--- config.mk ---
export PLATFORM = sky130hd
export DESIGN_NAME = mdd_ctrl
export DESIGN_NICKNAME = d
export VERILOG_FILES = /design/src/rtl/mdd_pkg.sv /design/src/rtl/mdd_ctrl.sv
export SDC_FILE = /design/constraint.sdc
export NUM_CORES = 1
export LEC_CHECK = 0
export ABC_AREA = 1
export BUFFER_PORTS_ARGS = -buffer_cell sky130_fd_sc_hd__clkbuf_2
export CAP_MARGIN = 20
export CORE_AREA = 2 2 49 51
export DETAILED_ROUTE_END_ITERATION = 8
export DIE_AREA = 0 0 51 53
export PLACE_DENSITY = 0.74
export SETUP_SLACK_MARGIN = 0.15
export SYNTH_ARGS = -nofsm -noshare
export SYNTH_HDL_FRONTEND = slang
export SYNTH_SLANG_ARGS = --single-unit
export TNS_END_PERCENT = 1
--- constraint.sdc ---
create_clock -name i_clk -period 1.7 [get_ports i_clk]
set_input_delay 0.34 -clock i_clk [delete_from_list [all_inputs] [get_ports i_clk]]
set_output_delay 0.34 -clock i_clk [all_outputs]
set_load 0.05 [all_outputs]
--- src/rtl/mdd_pkg.sv ---
// Package for the magnetic detumble dipole block: widths, codes, command
// and status types shared by the controller and the datapath.
// No dependencies.
`default_nettype none

package mdd_pkg;

    localparam int VecW   = 16;
    localparam int GainW  = 32;
    localparam int LimW   = 24;
    localparam int DipW   = 25;
    localparam int MagW   = 32;
    localparam int CrossW = 33;
    localparam int ProdW  = 64;
    localparam int DvdW   = 56;
    localparam int DenW   = 32;
    localparam int DivCntW = 6;
    localparam int DenShift = 20;
    localparam int ShW    = 5;

    localparam logic [1:0] MODE_RATE  = 2'd0;
    localparam logic [1:0] MODE_FIELD = 2'd1;
    localparam logic [1:0] MODE_TICK  = 2'd2;

    localparam logic CFG_GAIN  = 1'b0;
    localparam logic CFG_LIMIT = 1'b1;

    localparam logic [GainW-1:0] GAIN_RST  = 32'd20793;
    localparam logic [LimW-1:0]  LIMIT_RST = 24'd131072;

    typedef enum logic [3:0] {
        OP_NONE,
        OP_LOAD_W,
        OP_LOAD_B,
        OP_TICK,
        OP_MUL_BSQ,
        OP_MUL_CROSS,
        OP_MUL_MSQ,
        OP_MUL_CSQ,
        OP_SET_LSAT,
        OP_NORM_STEP,
        OP_SQRT_INIT,
        OP_SQRT_STEP,
        OP_MUL_NUM,
        OP_DIV_START,
        OP_SAVE_MM,
        OP_OUT_LOAD
    } t_op;

    typedef struct packed {
        t_op        op;
        logic [1:0] idx;
        logic       term;
        logic       phase;
    } t_cmd;

    typedef struct packed {
        logic both_seen;
        logic bsq_zero;
        logic sat;
        logic norm_done;
        logic div_done;
    } t_status;

    function automatic logic [1:0] nxt3(input logic [1:0] i);
        return (i == 2'd2) ? 2'd0 : i + 2'd1;
    endfunction

    function automatic logic [1:0] prv3(input logic [1:0] i);
        return (i == 2'd0) ? 2'd2 : i - 2'd1;
    endfunction

endpackage

`default_nettype wire

--- src/rtl/mdd_ctrl.sv ---
// Controller: sequences the datapath through one dipole computation per tick
// and owns both handshakes. Depends on mdd_pkg.
`default_nettype none

module mdd_ctrl (
    input  wire logic              i_clk,
    input  wire logic              i_rst_n,
    input  wire logic              i_s_valid,
    input  wire logic [1:0]        i_mode,
    output logic                   o_s_ready,
    output logic                   o_m_valid,
    input  wire logic              i_m_ready,
    input  wire mdd_pkg::t_status  i_status,
    output mdd_pkg::t_cmd          o_cmd
);
    import mdd_pkg::*;

    typedef enum logic [3:0] {
        S_IDLE, S_BSQ, S_ZCHK, S_CROSS, S_MUL, S_DIVS, S_DIV_RUN, S_SATCHK,
        S_MSQ, S_LCMP, S_LCHK, S_CSQ, S_NORM, S_SQ_INIT, S_SQRT, S_FINISH
    } t_state;

    t_state     r_state;
    logic [4:0] r_k;
    logic [1:0] r_i;
    logic       r_phase;
    logic       r_out_valid;
    logic       take;

    assign take = !r_out_valid || i_m_ready;

    always_comb begin
        o_cmd.op    = OP_NONE;
        o_cmd.idx   = r_i;
        o_cmd.term  = 1'b0;
        o_cmd.phase = r_phase;
        case (r_state)
            S_IDLE: begin
                if (i_s_valid) begin
                    case (i_mode)
                        MODE_RATE:  o_cmd.op = OP_LOAD_W;
                        MODE_FIELD: o_cmd.op = OP_LOAD_B;
                        MODE_TICK:  o_cmd.op = i_status.both_seen ? OP_TICK : OP_NONE;
                        default:    o_cmd.op = OP_NONE;
                    endcase
                end
            end
            S_BSQ: begin
                o_cmd.op  = OP_MUL_BSQ;
                o_cmd.idx = r_k[1:0];
            end
            S_CROSS: begin
                o_cmd.op   = OP_MUL_CROSS;
                o_cmd.idx  = r_k[2:1];
                o_cmd.term = r_k[0];
            end
            S_MSQ: begin
                o_cmd.op  = OP_MUL_MSQ;
                o_cmd.idx = r_k[1:0];
            end
            S_CSQ: begin
                o_cmd.op  = OP_MUL_CSQ;
                o_cmd.idx = r_k[1:0];
            end
            S_LCMP:    o_cmd.op = OP_SET_LSAT;
            S_NORM:    o_cmd.op = i_status.norm_done ? OP_NONE : OP_NORM_STEP;
            S_SQ_INIT: o_cmd.op = OP_SQRT_INIT;
            S_SQRT:    o_cmd.op = OP_SQRT_STEP;
            S_MUL:     o_cmd.op = OP_MUL_NUM;
            S_DIVS:    o_cmd.op = OP_DIV_START;
            S_DIV_RUN: o_cmd.op = i_status.div_done ? OP_SAVE_MM : OP_NONE;
            S_FINISH:  o_cmd.op = take ? OP_OUT_LOAD : OP_NONE;
            default:   o_cmd.op = OP_NONE;
        endcase
    end

    always_ff @(posedge i_clk) begin
        if (!i_rst_n) begin
            r_state     <= S_IDLE;
            r_k         <= '0;
            r_i         <= '0;
            r_phase     <= 1'b0;
            r_out_valid <= 1'b0;
        end else begin
            if (r_state == S_FINISH && take) r_out_valid <= 1'b1;
            else if (i_m_ready) r_out_valid <= 1'b0;
            case (r_state)
                S_IDLE: begin
                    if (i_s_valid && i_mode == MODE_TICK && i_status.both_seen) begin
                        r_state <= S_BSQ;
                        r_k     <= '0;
                    end
                end
                S_BSQ: begin
                    r_k <= r_k + 1'b1;
                    if (r_k == 5'd2) r_state <= S_ZCHK;
                end
                S_ZCHK: begin
                    r_k     <= '0;
                    r_state <= i_status.bsq_zero ? S_FINISH : S_CROSS;
                end
                S_CROSS: begin
                    r_k <= r_k + 1'b1;
                    if (r_k == 5'd5) begin
                        r_state <= S_MUL;
                        r_i     <= '0;
                        r_phase <= 1'b0;
                    end
                end
                S_MUL:  r_state <= S_DIVS;
                S_DIVS: r_state <= S_DIV_RUN;
                S_DIV_RUN: begin
                    if (i_status.div_done) begin
                        if (r_i == 2'd2) begin
                            r_state <= r_phase ? S_FINISH : S_SATCHK;
                        end else begin
                            r_i     <= r_i + 1'b1;
                            r_state <= S_MUL;
                        end
                    end
                end
                S_SATCHK: begin
                    r_k     <= '0;
                    r_state <= i_status.sat ? S_CSQ : S_MSQ;
                end
                S_MSQ: begin
                    r_k <= r_k + 1'b1;
                    if (r_k == 5'd2) r_state <= S_LCMP;
                end
                S_LCMP: r_state <= S_LCHK;
                S_LCHK: begin
                    r_k     <= '0;
                    r_state <= i_status.sat ? S_CSQ : S_FINISH;
                end
                S_CSQ: begin
                    r_k <= r_k + 1'b1;
                    if (r_k == 5'd2) r_state <= S_NORM;
                end
                S_NORM: begin
                    if (i_status.norm_done) r_state <= S_SQ_INIT;
                end
                S_SQ_INIT: begin
                    r_k     <= '0;
                    r_state <= S_SQRT;
                end
                S_SQRT: begin
                    r_k <= r_k + 1'b1;
                    if (r_k == 5'd31) begin
                        r_state <= S_MUL;
                        r_i     <= '0;
                        r_phase <= 1'b1;
                    end
                end
                S_FINISH: begin
                    if (take) r_state <= S_IDLE;
                end
                default: r_state <= S_IDLE;
            endcase
        end
    end

    assign o_s_ready = (r_state == S_IDLE);
    assign o_m_valid = r_out_valid;

endmodule

`default_nettype wire
## Yosys cells after proc, flatten, opt, wreduce, memory -nomap -nowiden

Index checks and enable logic that the tools add are counted.

| storage, ports and cells | value |
|---|---|
| output and inout bits | 10 |
| logic and storage cells | 92 |
| register bits | 13 |
| input port bits | 11 |

| cells by class | value |
|---|---|
| $add $sub $neg | 2 |
| reduce and logical (&&, ||, !) cells | 18 |
| muxes and demuxes | 36 |
| equality and inequality tests | 31 |

Operators with widths:

| operator | count |
|---|---|
| $pmux 4 s16 | 1 |
| $mux 4 | 15 |
| $pmux 4 s13 | 1 |
| $eq 4x4->1 const B | 8 |
| $ne 2x2->1 const B | 9 |
| $eq 4x3->1 const B | 4 |
| $pmux 5 s3 | 1 |
| $mux 2 | 7 |
| $pmux 2 s3 | 2 |
| $reduce_and 9->1 | 1 |
| $eq 4x2->1 const B | 2 |
| $reduce_bool 3->1 | 2 |
| $add 5x1->5 const B | 1 |
| $eq 5x2->1 const B | 1 |
| $eq 5x3->1 const B | 1 |
| $eq 5x5->1 const B | 1 |
| $mux 1 | 5 |
| $mux 5 | 1 |
| $reduce_and 5->1 | 1 |
| $reduce_or 5->1 | 1 |
| $eq 2x2->1 const B | 2 |
| $eq 4x1->1 const B | 1 |
| $logic_not 4->1 | 1 |
| $pmux 2 s2 | 1 |
| other kinds (14) | 17 |

## Logic depth before layout (Yosys ltp)

Gate-level depths: netlist of the first run.

| depth | value |
|---|---|
| depth in word-level cells | 5 |
| mapped depth | 12 |

## Worst setup path before layout of the first run

No wires, ideal clock.

| timing path | value |
|---|---|
| kind | reg2out |
| start | reg r_state[0] |
| end | out o_cmd[2] (netlist bit) |
| data arrival time | 1708 ps |
| cell stages (with the launch flop) | 7 |
| data required time | 1360 ps |
| slack | -348 ps |
| cell sequence | dfxtp_1 > nand2_1 > inv_2 > nand2_1 > nand3_2 > inv_1 > o221ai_1 |

RTL lines:

| item | RTL line | source |
|---|---|---|
| from (decl) | mdd_ctrl.sv:23 | `t_state r_state;` |
| from (signal assigned) | mdd_ctrl.sv:100 | `r_state <= i_status.bsq_zero ? S_FINISH : S_CROSS;` |
| from (signal assigned) | mdd_ctrl.sv:115 | `r_state <= r_phase ? S_FINISH : S_SATCHK;` |
| from (signal assigned) | mdd_ctrl.sv:124 | `r_state <= i_status.sat ? S_CSQ : S_MSQ;` |
| to (decl) | mdd_ctrl.sv:14 | `output mdd_pkg::t_cmd o_cmd` |

==> results.rst, run 1 <==
.. list-table::
   :header-rows: 1

   * - Metric
     - Value
   * - Total global-route track usage
     - 0.284
   * - Quantity of I/O buffers inserted on ports
     - 20
   * - Critical-path top delay cell
     - dfxtp_4
   * - GR Layer Usage met2
     - 0.506
   * - CTS H-Tree Depth
     - 1
   * - Placer congestion estimate
     - 0.932
   * - Skew-Pair Late Insertion Delay
     - 0.28 ns
   * - Global-route met3 utilization
     - 0.0395
   * - Final setup violating endpoints
     - 7
   * - Slew Viols, Final
     - 0
   * - Slew margin rel.
     - 0.819
   * - Worst Setup End Kind
     - primary output
   * - Met1 global-route usage
     - 0.345
   * - Clock Skew
     - 0.00294 ns
   * - TritonCTS clock tree
     - yes
   * - Number of primary I/O pins
     - 21
   * - Max incr delay on CP
     - 0.40 ns
   * - Average footprint of a synthesized cell
     - 5.92 µm²
   * - Detail Route Antenna Nets
     - 0
   * - Total number of vias
     - 1400
   * - Fraction of layout instances using a drive strength above 1
     - 0.447
   * - Number of nets at the end of the flow
     - 252
   * - Cell count after synthesis
     - 188
   * - Multi-input gate area in the final layout
     - 897 µm²
   * - Clock period minus final worst setup slack
     - 1.87 ns
   * - RSZ-0062 raised after global routing
     - true
   * - Filler cells
     - 158
   * - Unique masters post-synth
     - 25
   * - Cts-stage hold buffer count
     - 0
   * - Most common cell after layout, fill and taps aside
     - nand2_1
   * - Ordered cell list for the critical path
     - nand2_4, inv_2, buf_6, a221oi_2, nand4_1, buf_8
   * - Per-cell via count in the routed design
     - 5.32
   * - Setup TNS after final layout
     - -1.01 ns
   * - Antenna violations before repair
     - 0
   * - Data arrival time of the critical path
     - 1.53 ns
   * - Post-route fraction of the period consumed by the critical path
     - 1.10
   * - Leakage dissipation
     - 0.816 nW
   * - TritonCTS Sinks
     - 13
   * - Result of the run
     - complete, but fails checks
   * - Via count of the first global-routing pass
     - 1350
   * - Area of the die
     - 2700 µm²
   * - Proportion of synthesized chip area in sequential cells
     - 0.234
   * - Worst hold-check path type
     - primary input to register
   * - Worst voltage drop across the vdd grid
     - 1170 µV
   * - Worst Hold Margin
     - 0.361 ns
   * - Half-perimeter wire length after detailed placement
     - 2600 µm
   * - Total wire length after detailed routing
     - 3450 µm
   * - Clock transition at path regs
     - 0.08 ns
   * - Total number of yosys warnings
     - 0
   * - Die Height
     - 53 µm
   * - Final worst slack
     - -0.175 ns
   * - Required time reported for the critical path endpoint
     - 1.36 ns
   * - Avg WL per Cell
     - 13.1 µm
   * - Area added between synthesis and finish
     - 54.0%
   * - Worst Max-Slew Pin Slew
     - 0.271 ns
   * - Net count after synthesis
     - 204
   * - Highest attainable clock frequency
     - 0.533 GHz
   * - Wire length of the first global-routing pass
     - 5750 µm
   * - Setup Crit Path Kind
     - register to primary output
   * - Buffer levels on the longest clock path
     - 2
   * - Clock Tree Root
     - clkbuf_4
   * - Ant diodes
     - 0
   * - Violated checks
     - setup timing
   * - Power per cell area
     - 1620 nW/µm²
   * - Max-cap viol count
     - 0
   * - Number of DRC violations after detailed-routing iteration 0
     - 29
   * - Netlist Area Pre-Place
     - 1110 µm²
   * - Maximum number of pins on one net before global-route repair
     - 8
   * - Residual overflow from global routing
     - 0
   * - CTS buffer count
     - 3
   * - Most crowded layer after global routing
     - met2
   * - Length of the first detailed-routing pass in iterations
     - 4
   * - Maximum net fanout on the critical path
     - 6
   * - Overall power consumption
     - 2.78 mW
   * - Remaining design rule violation count
     - 0
   * - Initial Utilization
     - 0.518
   * - Kind of cell adding the most delay to the critical path
     - flip-flops
   * - Startpoint kind of the worst setup timing path
     - register
   * - Sum of buffers and inverters on the critical path
     - 3
   * - Sequential Area
     - 278 µm²
   * - Final hold viol count
     - 0
   * - Std cell rows
     - 17
   * - Share of the core filled with cells
     - 0.798
   * - Horizontal die dimension
     - 51 µm
   * - Flop and latch count out of synthesis
     - 13
   * - Std-Cell Core Area
     - 2150 µm²
   * - Most used cells in the layout excluding fill and tap cells
     - nand2_1, nor2_1, buf_4
[registers in the layout, indices dropped and copies added (netlist names)]
signal,count
o_m_valid,1
r_i,2
r_k,5
r_phase,1
r_state,4
[logic make-up after synthesis]
| logic type | after synthesis | share of synthesized area |
|---|---|---|
| and+or+nand+nor | 118 | 0.471 |
| buffers and inverters | 28 | 0.104 |
| adders and majority gates | 5 | 0.0562 |
| xor gates and xnor gates | 1 | 0.00787 |
| DFF | 13 | 0.234 |
| AOI/OAI and AO/OA | 23 | 0.127 |
[tightest hold or removal path: cells and delay by family]
family	cells	cell delay [ns]
buffers and inverters	1	0.15
and+or+nand+nor	2	0.12
[area by class of cell]
type,instances,share of cell area
Inverter,26,0.0620
Sequential cell,13,0.162
Timing Repair Buffer,45,0.217
Multi-Input combinational cell,147,0.523
Tap cell,28,0.0204
Clock buffer,4,0.0153
[timing repair]
item / 4_1_cts / 5_1_grt
setup endpoints to repair: 18 / 19
gates resized for setup: 46 / 30
buffers inserted: 2 / 4
gates cloned: 0 / 0
pin swaps: 6 / 10
hold endpoints to repair: 0 / 0
[final timing paths]
check	startpoint	end	slack (ns)	cells past startpoint
setup / recovery	r_state[0]	o_cmd[4]	-0.17	6
hold / removal	i_rst_n	r_state[2]	0.36	3
setup reg to reg	r_state[2]	r_state[3]	0.05	12
hold reg to reg	r_phase	r_phase	0.51	2
[where the power goes]
group	internal (mW)	total, mW	switching (mW)
combinational	0.844	2.08	1.23
clock	0.0910	0.198	0.107
sequential	0.394	0.508	0.114
total	1.33	2.78	1.45
[cells in the mapped netlist, drive strengths merged]
cell / instances / share of area
nor3: 1 / 0.0045
o2111ai: 3 / 0.024
buf: 2 / 0.017
dfxtp: 13 / 0.23
o221ai: 2 / 0.016
or2: 3 / 0.017
o21ai: 5 / 0.022
nand4: 10 / 0.056
nand3: 11 / 0.058
nor2: 39 / 0.14
a21oi: 12 / 0.057
a221oi: 1 / 0.0079
xor2: 1 / 0.0079
ha: 5 / 0.056
nand3b: 1 / 0.0067
nand2: 53 / 0.18
inv: 26 / 0.088
[per-layer routing]
layer | up-vias | share of wire
li1 | 711 | -
met3 | 4 | 0.026
met5 | - | 0
met1 | 657 | 0.45
met4 | 0 | 0.0084
met2 | 28 | 0.51
[per-stage QoR]
stage / setup WS (ns) / std cells / cell area, µm²
after global routing: -0.246 / 263 / 1720
final: -0.175 / 263 / 1720
after detailed placement: -0.0651 / 253 / 1410
after floorplan: -0.145 / 188 / 1150
after global placement: -0.0466 / 253 / 1410
after CTS: -0.186 / 259 / 1620
Note: power is estimated with default switching activity, not from simulation.
==> inputs of run 2 (changes only) <==
Settings changed: HOLD_SLACK_MARGIN set to 0.03, SKIP_CTS_REPAIR_TIMING set to 1.
==> results.rst, run 2 (synthesis results as in run 1) <==
.. list-table::
   :header-rows: 1

   * - Metric
     - Value
   * - Result of the run
     - complete, but fails checks (unchanged)
   * - Violated checks
     - setup timing (unchanged)
   * - Number of primary I/O pins
     - 21 (unchanged)
   * - Count of non-filler cells in the finished layout
     - 258 (was 263)
   * - Total number of vias
     - 1378 (was 1400)
   * - Number of DRC violations after detailed-routing iteration 0
     - 28 (was 29)
   * - RSZ-0062 raised after global routing
     - true (unchanged)
   * - CTS H-Tree Depth
     - 1 (unchanged)
   * - Total global-route track usage
     - 0.264 (was 0.284)
   * - Clock transition at path regs
     - 0.09 ns (was 0.08 ns)
   * - Final setup violating endpoints
     - 7 (unchanged)
   * - Worst voltage drop across the vdd grid
     - 1150 µV (was 1170 µV)
   * - Std cell rows
     - 17 (unchanged)
   * - Kind of cell adding the most delay to the critical path
     - flip-flops (unchanged)
   * - Per-cell via count in the routed design
     - 5.34 (was 5.32)
   * - Initial Utilization
     - 0.518 (unchanged)
   * - Crit path depth
     - 6 (unchanged)
   * - Quantity of I/O buffers inserted on ports
     - 20 (unchanged)
   * - Setup slack, reg-to-reg
     - 0.11 ns (was 0.05 ns)
   * - Detail Route Antenna Nets
     - 0 (unchanged)
   * - Worst reg2reg startpoint
     - r_k[0] (was r_state[2])
   * - Wire length of the first global-routing pass
     - 5340 µm (was 5750 µm)
   * - TritonCTS clock tree
     - yes (unchanged)
   * - Startpoint kind of the worst setup timing path
     - register (unchanged)
   * - Length of the first detailed-routing pass in iterations
     - 4 (unchanged)
   * - Std-Cell Core Area
     - 2150 µm² (unchanged)
   * - Area added between synthesis and finish
     - 50.2% (was 54.0%)
   * - Sequential Area
     - 279 µm² (was 278 µm²)
   * - Ordered cell list for the critical path
     - nand2_4, inv_2, buf_4, a221oi_2, nand4_1, buf_6 (was nand2_4, inv_2, buf_6, a221oi_2, nand4_1, buf_8)
   * - Highest attainable clock frequency
     - 0.533 GHz (about the same)
   * - Max incr delay on CP
     - 0.40 ns (about the same)
   * - Area of the die
     - 2700 µm² (unchanged)
   * - Die Height
     - 53 µm (unchanged)
   * - Setup Crit Path Kind
     - register to primary output (unchanged)
   * - Via count of the first global-routing pass
     - 1255 (was 1350)
   * - Ant diodes
     - 0 (unchanged)
   * - Top flop regs
     - r_k x5, r_state x4, r_i x2 (unchanged)
   * - Worst Reg2Reg Path Length in Cells
     - 11 (was 12)
   * - Worst setup path startpoint
     - r_state[0] (unchanged)
   * - Half-perimeter wire length after detailed placement
     - 2600 µm (unchanged)
   * - Placer congestion estimate
     - 0.932 (unchanged)
   * - DP Worst Slack
     - -0.0651 ns (unchanged)
   * - Buffer levels on the longest clock path
     - 2 (unchanged)
   * - Number of nets at the end of the flow
     - 247 (was 252)
   * - Capturing element of the worst setup path
     - o_cmd[4] (unchanged)
   * - Horizontal die dimension
     - 51 µm (unchanged)
   * - CTS buffer count
     - 3 (unchanged)
   * - Clock period minus final worst setup slack
     - 1.88 ns (was 1.87 ns)
   * - Power per cell area
     - 1610 nW/µm² (was 1620 nW/µm²)
   * - Skew-Pair Late Insertion Delay
     - 0.28 ns (about the same)
   * - Critical-path top delay cell
     - dfxtp_4 (unchanged)
   * - Clock Tree Root
     - clkbuf_4 (unchanged)
   * - Maximum net fanout on the critical path
     - 7 (was 6)
   * - Max-cap viol count
     - 0 (unchanged)
   * - Maximum number of pins on one net before global-route repair
     - 10 (was 8)
   * - Most common cell after layout, fill and taps aside
     - nand2_1 (unchanged)
   * - Post-route fraction of the period consumed by the critical path
     - 1.10 (about the same)
   * - Multi-input gate area in the final layout
     - 912 µm² (was 897 µm²)
   * - Fraction of layout instances using a drive strength above 1
     - 0.443 (was 0.447)
   * - R2r endpoint
     - r_state[2] (was r_state[3])
   * - Slew margin rel.
     - 0.746 (was 0.819)
   * - Avg WL per Cell
     - 13.1 µm (about the same)
   * - Antenna violations before repair
     - 0 (unchanged)
   * - Leakage dissipation
     - 0.814 nW (was 0.816 nW)
   * - Data arrival time of the critical path
     - 1.54 ns (was 1.53 ns)
   * - Worst Setup End Kind
     - primary output (unchanged)
   * - Residual overflow from global routing
     - 0 (unchanged)
   * - Hold Path Stages
     - 3 (unchanged)
   * - Worst hold-check path type
     - primary input to register (unchanged)
   * - Sum of buffers and inverters on the critical path
     - 3 (unchanged)
   * - TritonCTS Sinks
     - 13 (unchanged)
   * - Setup TNS after final layout
     - -0.914 ns (was -1.01 ns)
   * - Final worst slack
     - -0.175 ns (about the same)
   * - Remaining design rule violation count
     - 0 (unchanged)
   * - Cell count after placement
     - 253 (unchanged)
   * - Most used cells in the layout excluding fill and tap cells
     - nand2_1, nor2_1, buf_4 (unchanged)
   * - Final hold viol count
     - 0 (unchanged)
   * - Number of flip-flops under the largest register name
     - 5 (unchanged)
   * - Slew Viols, Final
     - 0 (unchanged)
   * - Total wire length after detailed routing
     - 3390 µm (was 3450 µm)
   * - Filler cells
     - 159 (was 158)
   * - Required time reported for the critical path endpoint
     - 1.36 ns (about the same)
   * - Worst Max-Slew Pin Slew
     - 0.379 ns (was 0.271 ns)
   * - Clock Skew
     - 0.00496 ns (was 0.00294 ns)
   * - Register ranked first by flip-flop count
     - r_k (unchanged)
[run 2: worst min-delay path by stage]
stage	startpoint	end	slack, ns
4_1_cts	i_rst_n	r_state[2]	0.36
2_1_floorplan	i_rst_n	r_state[2]	0.45
3_3_place_gp	r_phase	r_phase	0.49
3_5_place_dp	r_phase	r_phase	0.49
5_1_grt	i_rst_n	r_state[2]	0.38
6_report	i_rst_n	r_state[1]	0.36
[run 2: routing by layer]
metal / vias up / GRT usage / part of all wire
met4: 0 / 0.0946 / 0.010
met1: 630 / 0.334 / 0.44
met3: 4 / 0.0395 / 0.040
li1: 709 / - / -
met2: 35 / 0.452 / 0.51
met5: - / 0 / 0
[run 2: worst reg2reg max path: cells and delay by family, from the launching register on]
kind	cells	cell delay, ns
and+or+nand+nor	8	0.77
adders and majority gates	2	0.35
DFF	1	0.34
buffers and inverters	1	0.04
[run 2: per-stage QoR]
step	util	cell area, µm²	power (mW)	hold WS, ns
floorplan	-	1150	1.58	0.453
global placement	0.657	1410	2.02	0.489
detailed placement	0.657	1410	2.05	0.490
CTS	0.669	1440	2.25	0.361
global route	0.779	1670	2.87	0.376
finish	0.779	1670	2.69	0.363
[run 2: layout make-up]
class,count,share of cell area
sequential,13,0.167
clock buffer,4,0.0157
tap,28,0.0209
multi-input combinational,147,0.545
inverter,26,0.0666
timing repair buffer,40,0.185
[run 2: power breakdown]
group | internal (mW) | switching (mW)
Clock | 0.0910 | 0.111
Sequential | 0.395 | 0.120
Combinational | 0.755 | 1.21
Total | 1.24 | 1.45
